`config.mk`:
```
export PLATFORM = sky130hd
export DESIGN_NAME = full_linear_convolution
export DESIGN_NICKNAME = d
export VERILOG_FILES = /design/src/hw/rtl/flc_pkg.sv /design/src/hw/rtl/full_linear_convolution.sv
export SDC_FILE = /design/constraint.sdc
export NUM_CORES = 2
export LEC_CHECK = 0
export ABC_AREA = 1
export BUFFER_PORTS_ARGS = -buffer_cell sky130_fd_sc_hd__buf_2
export CORE_MARGIN = 1
export CORE_UTILIZATION = 63
export DETAILED_ROUTE_END_ITERATION = 7
export PLACE_DENSITY = 0.79
export SLEW_MARGIN = 0
export SYNTH_ARGS = -nofsm -noshare
export SYNTH_HDL_FRONTEND = slang
export SYNTH_SLANG_ARGS = --single-unit
```
`constraint.sdc`:
```
create_clock -name clock -period 7.5 [get_ports clock]
set_input_delay 0.375 -clock clock [delete_from_list [all_inputs] [get_ports clock]]
set_output_delay 0.375 -clock clock [all_outputs]
set_load 0.01 [all_outputs]
```
`src/hw/rtl/flc_pkg.sv`:
```
// Shared constants and types for the full linear convolution block.
// Used by full_linear_convolution, its checkers and the testbench; no dependencies.
`timescale 1ns / 1ps

package flc_pkg;

   // Sizes
   localparam int MAX_TAPS    = 64;
   localparam int SAMPLE_BITS = 16;
   localparam int ADDR_BITS   = $clog2(MAX_TAPS);
   localparam int LEN_BITS    = $clog2(MAX_TAPS + 1);
   localparam int PROD_BITS   = 2 * SAMPLE_BITS;
   localparam int CONV_BITS   = 38;
   localparam int CFG_BITS    = 7;
   localparam int TAP_BITS    = 6;

   // Stream payload sizes (padded to whole bytes)
   localparam int REQ_DATA_BITS = 24;
   localparam int RSP_DATA_BITS = 40;

   // CSR map: register index taken from paddr[2]
   localparam int  CSR_ADDR_BITS      = 3;
   localparam logic REG_KERNEL_LENGTH = 1'b0;

   // Item kinds carried on req_tuser
   localparam logic OP_KERNEL = 1'b0;
   localparam logic OP_SAMPLE = 1'b1;

   typedef enum logic [1:0] {
      ST_IDLE,
      ST_MAC,
      ST_DRAIN
   } state_type;

endpackage

```
`src/hw/rtl/full_linear_convolution.sv`:
```
// Full linear convolution: kernel and delay-line memories, one shared MAC.
// Depends on flc_pkg.
`timescale 1ns / 1ps

// Kernel transfers (req_tuser = 0) write one tap and leave the input ready.
// A sample transfer (req_tuser = 1) shifts the sample into a circular delay
// line and walks the kernel with one multiply-accumulate per tap, through the
// single read port of each memory and the read / multiply / accumulate
// pipeline. A sample with tlast set also produces kernel_length - 1 tail
// results, each from its own tap walk; the final one carries rsp_tlast and
// the delay line then reads as zeros again (per-entry valid bits, cleared
// together, no clearing pass). The result register decouples the output: a
// new transfer is taken while a result waits. Taps never written read as
// undefined data.
module full_linear_convolution (
   input  logic        clock,
   input  logic        reset,
   // request stream
   input  logic        req_tvalid,
   output logic        req_tready,
   input  logic [23:0] req_tdata,   // [5:0] tap_index, [21:6] sample_value, [23:22] zero
   input  logic        req_tuser,   // op
   input  logic        req_tlast,   // is_last
   // result stream
   output logic        rsp_tvalid,
   input  logic        rsp_tready,
   output logic [39:0] rsp_tdata,   // [37:0] conv_value, [39:38] zero
   output logic        rsp_tlast,   // last_out
   // configuration
   input  logic        csr_psel,
   input  logic        csr_penable,
   input  logic        csr_pwrite,
   input  logic [2:0]  csr_paddr,
   input  logic [31:0] csr_pwdata,
   output logic [31:0] csr_prdata,
   output logic        csr_pready
);

   localparam int AW = flc_pkg::ADDR_BITS;
   localparam int SW = flc_pkg::SAMPLE_BITS;

   // Memories
   logic signed [SW-1:0] kmem [flc_pkg::MAX_TAPS];
   logic signed [SW-1:0] hmem [flc_pkg::MAX_TAPS];

   // Control state
   flc_pkg::state_type            state_ff, state_in;
   logic [AW-1:0]                 j_ff, j_in;
   logic [AW-1:0]                 wp_ff, wp_in;
   logic [AW-1:0]                 cnt_ff, cnt_in;
   logic [flc_pkg::LEN_BITS-1:0]  len_ff, len_in;
   logic                          last_ff, last_in;
   logic [flc_pkg::MAX_TAPS-1:0]  hvalid_ff, hvalid_in;
   logic [flc_pkg::CFG_BITS-1:0]  kernel_length_ff, kernel_length_in;

   // Pipeline
   logic                              p1_ff, p2_ff;
   logic signed [SW-1:0]              kdata_ff, hdata_ff;
   logic                              hvld_ff;
   logic signed [flc_pkg::PROD_BITS-1:0] prod_ff;
   logic signed [flc_pkg::CONV_BITS-1:0] acc_ff, acc_in;
   logic                              acc_clr;

   // Output register
   logic                              rsp_valid_ff, rsp_valid_in;
   logic [flc_pkg::CONV_BITS-1:0]     rsp_data_ff;
   logic                              rsp_last_ff;
   logic                              rsp_load, rsp_last_set;

   // Memory write controls
   logic                 kw_en, hw_en;
   logic [AW-1:0]        hw_addr;
   logic signed [SW-1:0] hw_data;

   logic                 req_xfer, csr_wr;
   logic [AW-1:0]        hist_raddr, last_idx;
   logic [flc_pkg::LEN_BITS-1:0] len_eff;
   logic [flc_pkg::TAP_BITS-1:0]  req_tap_index;
   logic signed [SW-1:0] req_sample_value;
   logic signed [SW-1:0] hsamp;

   assign req_tap_index    = req_tdata[flc_pkg::TAP_BITS-1:0];
   assign req_sample_value = req_tdata[flc_pkg::TAP_BITS +: SW];
   assign req_tready       = (state_ff == flc_pkg::ST_IDLE);
   assign req_xfer         = req_tvalid & req_tready;

   // Configuration port
   assign csr_pready = 1'b1;
   assign csr_wr     = csr_psel & csr_penable & csr_pwrite & csr_pready;
   assign csr_prdata = (csr_paddr[2] == flc_pkg::REG_KERNEL_LENGTH) ?
                       32'(kernel_length_ff) : '0;

   always_comb begin
      kernel_length_in = kernel_length_ff;
      if (csr_wr && csr_paddr[2] == flc_pkg::REG_KERNEL_LENGTH) begin
         kernel_length_in = csr_pwdata[flc_pkg::CFG_BITS-1:0];
      end
   end

   // Effective tap count: zero reads as one, large values saturate
   always_comb begin
      if (kernel_length_ff == '0) begin
         len_eff = flc_pkg::LEN_BITS'(1);
      end else if (int'(kernel_length_ff) > flc_pkg::MAX_TAPS) begin
         len_eff = flc_pkg::LEN_BITS'(flc_pkg::MAX_TAPS);
      end else begin
         len_eff = flc_pkg::LEN_BITS'(kernel_length_ff);
      end
   end

   assign last_idx   = AW'(len_ff - flc_pkg::LEN_BITS'(1));
   assign hist_raddr = wp_ff - j_ff;

   // Sequencer: next state and outputs
   always_comb begin
      state_in     = state_ff;
      j_in         = j_ff;
      wp_in        = wp_ff;
      cnt_in       = cnt_ff;
      len_in       = len_ff;
      last_in      = last_ff;
      hvalid_in    = hvalid_ff;
      acc_clr      = 1'b0;
      rsp_load     = 1'b0;
      rsp_last_set = 1'b0;
      kw_en        = 1'b0;
      hw_en        = 1'b0;
      hw_addr      = wp_ff + AW'(1);
      hw_data      = req_sample_value;
      case (state_ff)
         flc_pkg::ST_IDLE: begin
            if (req_xfer && req_tuser == flc_pkg::OP_KERNEL) begin
               kw_en = (int'(req_tap_index) < flc_pkg::MAX_TAPS);
            end else if (req_xfer) begin
               // push the sample and start the tap walk
               hw_en              = 1'b1;
               hvalid_in[hw_addr] = 1'b1;
               wp_in              = hw_addr;
               len_in             = len_eff;
               last_in            = req_tlast;
               cnt_in             = '0;
               j_in               = '0;
               acc_clr            = 1'b1;
               state_in           = flc_pkg::ST_MAC;
            end
         end
         flc_pkg::ST_MAC: begin
            j_in = j_ff + AW'(1);
            if (j_ff == last_idx) begin
               state_in = flc_pkg::ST_DRAIN;
            end
         end
         flc_pkg::ST_DRAIN: begin
            // wait for the pipeline to empty and the result register to free up
            if (!p1_ff && !p2_ff && (!rsp_valid_ff || rsp_tready)) begin
               rsp_load     = 1'b1;
               rsp_last_set = last_ff && (cnt_ff == last_idx);
               if (last_ff && cnt_ff != last_idx) begin
                  // tail: shift in a zero and run again
                  hw_en              = 1'b1;
                  hw_data            = '0;
                  hvalid_in[hw_addr] = 1'b1;
                  wp_in              = hw_addr;
                  cnt_in             = cnt_ff + AW'(1);
                  j_in               = '0;
                  acc_clr            = 1'b1;
                  state_in           = flc_pkg::ST_MAC;
               end else begin
                  if (last_ff) begin
                     hvalid_in = '0;
                  end
                  state_in = flc_pkg::ST_IDLE;
               end
            end
         end
         default: begin
            state_in = flc_pkg::ST_IDLE;
         end
      endcase
   end

   // Control registers
   always_ff @(posedge clock) begin
      if (reset) begin
         state_ff         <= flc_pkg::ST_IDLE;
         j_ff             <= '0;
         wp_ff            <= '0;
         cnt_ff           <= '0;
         len_ff           <= flc_pkg::LEN_BITS'(1);
         last_ff          <= 1'b0;
         hvalid_ff        <= '0;
         kernel_length_ff <= flc_pkg::CFG_BITS'(1);
         p1_ff            <= 1'b0;
         p2_ff            <= 1'b0;
         rsp_valid_ff     <= 1'b0;
      end else begin
         state_ff         <= state_in;
         j_ff             <= j_in;
         wp_ff            <= wp_in;
         cnt_ff           <= cnt_in;
         len_ff           <= len_in;
         last_ff          <= last_in;
         hvalid_ff        <= hvalid_in;
         kernel_length_ff <= kernel_length_in;
         p1_ff            <= (state_ff == flc_pkg::ST_MAC);
         p2_ff            <= p1_ff;
         rsp_valid_ff     <= rsp_valid_in;
      end
   end

   // Memory writes
   always_ff @(posedge clock) begin
      if (kw_en) begin
         kmem[req_tap_index[AW-1:0]] <= req_sample_value;
      end
      if (hw_en) begin
         hmem[hw_addr] <= hw_data;
      end
   end

   // Memory reads, registered
   always_ff @(posedge clock) begin
      kdata_ff <= kmem[j_ff];
      hdata_ff <= hmem[hist_raddr];
      hvld_ff  <= hvalid_ff[hist_raddr];
   end

   // Multiply, then accumulate
   assign hsamp  = hvld_ff ? hdata_ff : '0;
   assign acc_in = acc_clr ? '0 :
                   (p2_ff ? acc_ff + flc_pkg::CONV_BITS'(prod_ff) : acc_ff);

   always_ff @(posedge clock) begin
      prod_ff <= kdata_ff * hsamp;
      acc_ff  <= acc_in;
   end

   // Result register
   assign rsp_valid_in = rsp_load | (rsp_valid_ff & ~rsp_tready);

   always_ff @(posedge clock) begin
      if (rsp_load) begin
         rsp_data_ff <= acc_ff;
         rsp_last_ff <= rsp_last_set;
      end
   end

   assign rsp_tvalid = rsp_valid_ff;
   assign rsp_tdata  = flc_pkg::RSP_DATA_BITS'(rsp_data_ff);
   assign rsp_tlast  = rsp_last_ff;

endmodule

```
== After elaboration in Yosys (flattened, before gate mapping) ==
Memories as Yosys holds them, arrays and structs flattened. A register that Yosys moved wholly into a read port is not among the register bits.
Index checks and enable logic that the tools add are counted.

* Input bits: 68
* Register bits: 211
* Output and inout bits: 76
* Bits in writable memories: 2048
* Memories: 2
* Memory bits (read-only): 0
* Bits in latches: 0
* Logic and storage cells: 120

* Muxes and demuxes: 49
* Equal/unequal tests: 11
* Shift-type cells: 0
* Reduce and logical (&&, ||, !) cells: 21
* Div/mod/pow operators: 0
* $add $sub $neg: 6
* Bitwise logic cells: 10
* Order comparisons: 4
* Multipliers: 1

{| class="wikitable"
|+ Memories
! name !! depth !! bits a word !! rd ports !! clocked after Yosys merged registers in !! write ports !! line !! source
|-
| hmem || 64 || 16 || 1 || 1 || 1 || full_linear_convolution.sv:44 || <nowiki>logic signed [SW-1:0] hmem [flc_pkg::MAX_TAPS];</nowiki>
|-
| kmem || 64 || 16 || 1 || 1 || 1 || full_linear_convolution.sv:43 || <nowiki>logic signed [SW-1:0] kmem [flc_pkg::MAX_TAPS];</nowiki>
|}

{| class="wikitable"
|+ Operator list
! kind !! count
|-
| 64-bit 2-to-1 mux || 5
|-
| 64-bit one-hot mux with 2 select lines || 1
|-
| 6-bit 2-to-1 mux || 12
|-
| 16-bit 2-to-1 mux || 4
|-
| 64-bit OR || 1
|-
| 38-bit adder || 1
|-
| 16-bit by 16-bit multiplier with 32-bit output || 1
|-
| 6-bit one-hot mux with 2 select lines || 2
|-
| 6-bit by 1-bit adder with 6-bit output, second input constant || 3
|-
| 6-bit one-hot mux with 3 select lines || 1
|-
| 1-bit 2-to-1 mux || 15
|-
| 5-bit AND reduction || 3
|-
| 6-bit by 7-bit < comparator with 1-bit output, second input constant || 2
|-
| 6-bit equality test || 2
|-
| 2-bit 2-to-1 mux || 4
|-
| 2-bit inequality test, second input constant || 4
|-
| 7-bit > comparator, second input constant || 1
|-
| 1-bit logical AND || 7
|-
| 7-bit zero test || 1
|-
| 7-bit 2-to-1 mux || 1
|-
| 1-bit binary-select mux with 6-bit select || 1
|-
| 1-bit demux with 6-bit select || 1
|-
| 6-bit by 1-bit >= comparator with 1-bit output, second input constant || 1
|-
| 6-bit inequality test || 1
|-
| 19 further kinds || 27
|}

== Longest topological paths before layout ==
* Word-level depth: 9
* Mapped depth: 29
* Mapped depth without buffers: 26

== Least setup slack after synthesis ==
No wires, ideal clock.

* Path type: reg-to-reg
* From: register hvld_ff
* To: register prod_ff[27] (netlist name)
* Arrival time: 5730 ps
* Clock period less this slack: 5802 ps
* Setup slack: 1698 ps
* Required time: 7428 ps
* Path buffers: 2
* Cell stages (with the launch flop): 20
* Setup time: 72 ps
* Path through: dfxtp_1 -> clkbuf_1 -> clkbuf_1 -> nand2_1 -> nor2_1 -> fa_1 -> fa_1 -> fa_1 -> fa_1 -> fa_1 -> inv_1 -> fa_1 -> inv_1 -> ha_1 -> a21oi_1 -> o21ai_0 -> nor2_1 -> nand3_1 -> a21oi_1 -> xnor2_1

* Cells in the longest elaborated chain, start to end: 2

{| class="wikitable"
|+ Ends and longest elaborated chain
! what !! line !! source
|-
| from (decl) || full_linear_convolution.sv:59 || <nowiki>logic hvld_ff;</nowiki>
|-
| from (signal assigned) || full_linear_convolution.sv:225 || <nowiki>hvld_ff <= hvalid_ff[hist_raddr];</nowiki>
|-
| 16-bit 2-to-1 mux || full_linear_convolution.sv:229 || <nowiki>assign hsamp = hvld_ff ? hdata_ff : '0;</nowiki>
|-
| 16-bit by 16-bit multiplier with 32-bit output || full_linear_convolution.sv:234 || <nowiki>prod_ff <= kdata_ff * hsamp;</nowiki>
|-
| to (signal assigned) || full_linear_convolution.sv:234 ||
|-
| to (decl) || full_linear_convolution.sv:60 || <nowiki>logic signed [flc_pkg::PROD_BITS-1:0] prod_ff;</nowiki>
|}

Every way passes these cells.
A chain may end at the register's enable or synchronous reset.

== Worst setup path in the final report ==
* From: register hvld_ff
* To: register prod_ff[31] (netlist name)

Same word-level chain as after synthesis.

==> impl_metrics.csv <==
group,metric,value,unit
floorplanning,rows,147,
global_route,grt_first_pass_wirelength,403000,microns
cells_and_area,fin_area,0.112,sq mm
routing,drc,0,
pwr,ir_drop,0.788,mV
worst_setup_path,cp_max_fo,16,
routing,drtIter0Drc,9896,
pwr,p_seq_share,33.5,%
job,maxCapViolCount,0,
clocking,post_cts_buffers,0,
global_route,grt_max_degree,238,
routing,routed-via-count,69800,
placement,postPlaceCellArea,0.105,sq mm
worst_hold_path,min_to,"state_ff[1]",
synth,synth_area,0.102,sq mm
outcome,status,"finished, final reports clean",
floorplanning,die_width,404,microns
pwr,combPwrFrac,42.2,%
routing,ant_nets,0,
routing,firstDrtPassIters,6,
worst_setup_path,worstRegToRegCells,20,
clocking,ctsRootBufferMaster,"clkbuf_16",
floorplanning,die-area,0.163,sq mm
worst_setup_path,r2r-end,"prod_ff[31]",
global_route,grt_pass1_vias,67400,
worst_setup_path,endpoint_kind,"register",
worst_hold_path,hold_start,"req_tvalid",
worst_setup_path,reg2reg_from,"hvld_ff",
synth,seq_area_frac_synth,65.7,%
synth,syn_avg_cell_area,11.9,sq um
routing,wl_per_cell,24.8,microns
timing,finalWorstSetupSlack,0.719,ns
clocking,cts_resized,0,
placement,preCtsSetupSlack,0.807,ns
synth,yosys.area.top_type,"edfxtp_1",
timing,clock.fmax,0.147,GHz
timing,period_needed,6.78,ns
pwr,power.clock.fraction,24.3,%
pwr,power_density,390,mW/mm^2
global_route,grt_usage,32.9,%
pwr,leakage,39.0,nW
cells_and_area,area_delta_synth_final,9.82,%
pwr,p_int,26.8,mW
global_route,antenna_found_initial,12,
synth,synthDominantCellAreaShare,61.7,%
clocking,cts_buffer_depth,3,
routing,wl,270000,microns
synth,ys_types,51,
cells_and_area,mostFrequentLayoutCells,"edfxtp_1 (2087), nor2_1 (1585), o21ai_0 (1109)",
clocking,cts_buffers,216,
floorplanning,placeableCoreArea,0.160,sq mm
timing,setup-violations-final,0,
clocking,insertion_delay,0.85,ns
synth,synth.area.top_cells,"edfxtp_1 (62%), nor2_1 (5.9%), o21ai_0 (5.5%), fa_1 (5.2%), dfxtp_1 (4.0%)",
worst_setup_path,arrival,7.51,ns
synth,ys.flop_type,"edfxtp_1",
timing,drv_slew,0,
synth,synth-edff-count,2087,
synth,ys_ff_latch,2291,
timing,min_period_over_period,90.4,%
timing,setup_tns,0,ns
cells_and_area,drive_above_1_share,8.58,%
clocking,clk_pin_slew,0.06,ns
pwr,power.switching,16.7,mW
timing,worst_slew_pin_slew,1.26,ns
timing,hold_ws,0.148,ns
synth,ys_warn_count,0,
placement,port_buffers,86,
synth,synth_cells,8570,
placement,place_congestion,0.948,
cells_and_area,fillers,10700,
worst_setup_path,path_class,"reg -> reg",
timing,worst_clock_skew,0.0333,ns
synth,async_flop_share,0,%
worst_setup_path,required,8.23,ns
pwr,swShare,38.4,%
clocking,cts_tree,"yes",
worst_setup_path,reg2reg_slack,0.72,ns
placement,dp_hpwl,157000,microns
worst_hold_path,min-delay-path-class,"in -> reg",
cells_and_area,fin_util,69.6,%
clocking,cts_htree_levels,4,
clocking,clock_sinks,2291,
cells_and_area,mostFrequentLayoutCell,"edfxtp_1",
routing,viasPerCell,6.40,
worst_hold_path,hold_depth,5,
timing,slew_headroom,16.2,%
cells_and_area,nets,9022,
worst_setup_path,crit_path_start_kind,"register",
global_route,grt_overflow_total,0,
floorplanning,ios,144,
floorplanning,initial_core_util,63.4,%
floorplanning,fp.dieH,404,microns
timing,hold_violations,0,
clocking,postCtsHoldBufs,12,
timing,rsz0062_at_grt,"no",
## worst max path at each step
stage	from	end	slack (ns)
2_1_floorplan	hvld_ff	prod_ff[27]	1.70
3_3_place_gp	hvld_ff	prod_ff[31]	0.93
3_5_place_dp	hvld_ff	prod_ff[31]	0.81
4_1_cts	hvld_ff	prod_ff[31]	0.81
5_1_grt	hvld_ff	prod_ff[31]	0.47
6_report	hvld_ff	prod_ff[31]	0.72
## routing by layer
metal  vias to the layer above  GRT usage, %  share of wire (%)
met5                         -             0              0.014
met4                         8          14.4                4.6
met3                       743          6.89                 12
met2                      4394          52.3                 47
met1                     33900          44.3                 37
li1                      30700             -                  -
## power groups by stage
| stage | clock network [mW] | logic, mW | registers [mW] |
|---|---|---|---|
| finish | 10.6 | 18.4 | 14.6 |
| global route | 11.1 | 20.8 | 14.6 |
| CTS | 10.6 | 18.4 | 14.6 |
| detailed placement | 0 | 18.3 | 14.8 |
| global placement | 0 | 18.0 | 14.8 |
| floorplan | 0 | 13.2 | 14.7 |
## worst max-delay path, cell delays in order, from the launching register on
cell and delay (ns):
dfxtp_1 0.75, nand2_1 0.51, nor2_1 0.40, fa_1 0.60, fa_1 0.76, fa_1 0.65, inv_1 0.10, fa_1 0.59
fa_1 0.45, fa_1 0.52, inv_1 0.05, ha_1 0.31, inv_1 0.12, nor3_1 0.26, nand2_1 0.13, nor3_1 0.16
nand2_1 0.08, inv_1 0.07, nor2_1 0.04, nand2_1 0.05, nand2_1 0.05
## area by class of cell
| type | instances | area (sq um) | share of cell area, % |
|---|---|---|---|
| multi-input cells | 5242 | 31200 | 28.0 |
| clock inverters | 123 | 1110 | 0.994 |
| diodes | 2 | 5.00 | 0.00448 |
| well taps | 2160 | 2700 | 2.42 |
| clock buffers | 270 | 5710 | 5.11 |
| repair buffers | 308 | 2200 | 1.97 |
| flip-flops and latches | 2291 | 66800 | 59.8 |
| inverters | 503 | 1920 | 1.72 |
## cells in the mapped netlist, types with 2 or more instances
cell and instances:
edfxtp_1 2087, nor2_1 1607, o21ai_0 1109, nand2_1 626, inv_1 478, nand3_1 406
o221ai_1 378, clkbuf_1 370, fa_1 264, a21oi_1 206, dfxtp_1 204, o22ai_1 150
ha_1 128, buf_2 123, nand4_1 74, nor3_1 67, buf_4 38, xor2_1 35
o211ai_1 27, buf_1 25, o21ai_1 23, xnor2_1 22, inv_2 18, o21bai_1 15
nor3_2 10, nand3b_1 9, or2_2 8, a211oi_2 6, clkinv_1 6, nand3_2 5
nor2_2 5, nor4_1 5, a21o_1 4, buf_6 4, nand2_2 4, and2_1 3
xor2_2 3, a211oi_1 2, a21boi_0 2, conb_1 2, nand2_4 2
## sequential cells by signal, indices dropped and copies added (netlist names)
| signal | count |
|---|---|
| j_ff | 6 |
| kmem | 1024 |
| rsp_tvalid | 1 |
| len_ff | 6 |
| state_ff | 2 |
| hvld_ff | 1 |
| kernel_length_ff | 7 |
| cnt_ff | 6 |
| p2_ff | 1 |
| wp_ff | 6 |
| hdata_ff | 16 |
| prod_ff | 32 |
| rsp_data_ff | 38 |
| rsp_tlast | 1 |
| hmem | 1024 |
| p1_ff | 1 |
| kdata_ff | 16 |
| hvalid_ff | 64 |
| last_ff | 1 |
| acc_ff | 38 |
## per-stage QoR
stage | total power, mW | std cells
detailed placement | 33.1 | 10500
finish | 43.6 | 10900
global placement | 32.8 | 10500
global route | 46.5 | 10900
floorplan | 27.9 | 8596
CTS | 43.6 | 10900
## logic make-up (layout without fill, tap and decap cells)
group	count (synthesis)	after routing	synth area share, %
xor+xnor	62	62	0.582
other cells	2	30	0.00739
compound gates	1927	1927	11.3
buf+inv	1063	1204	4.25
fa+ha+maj	392	392	6.78
flops	2291	2291	65.7
simple gates	2833	2833	11.4
Power figures use the tool's default switching activity.
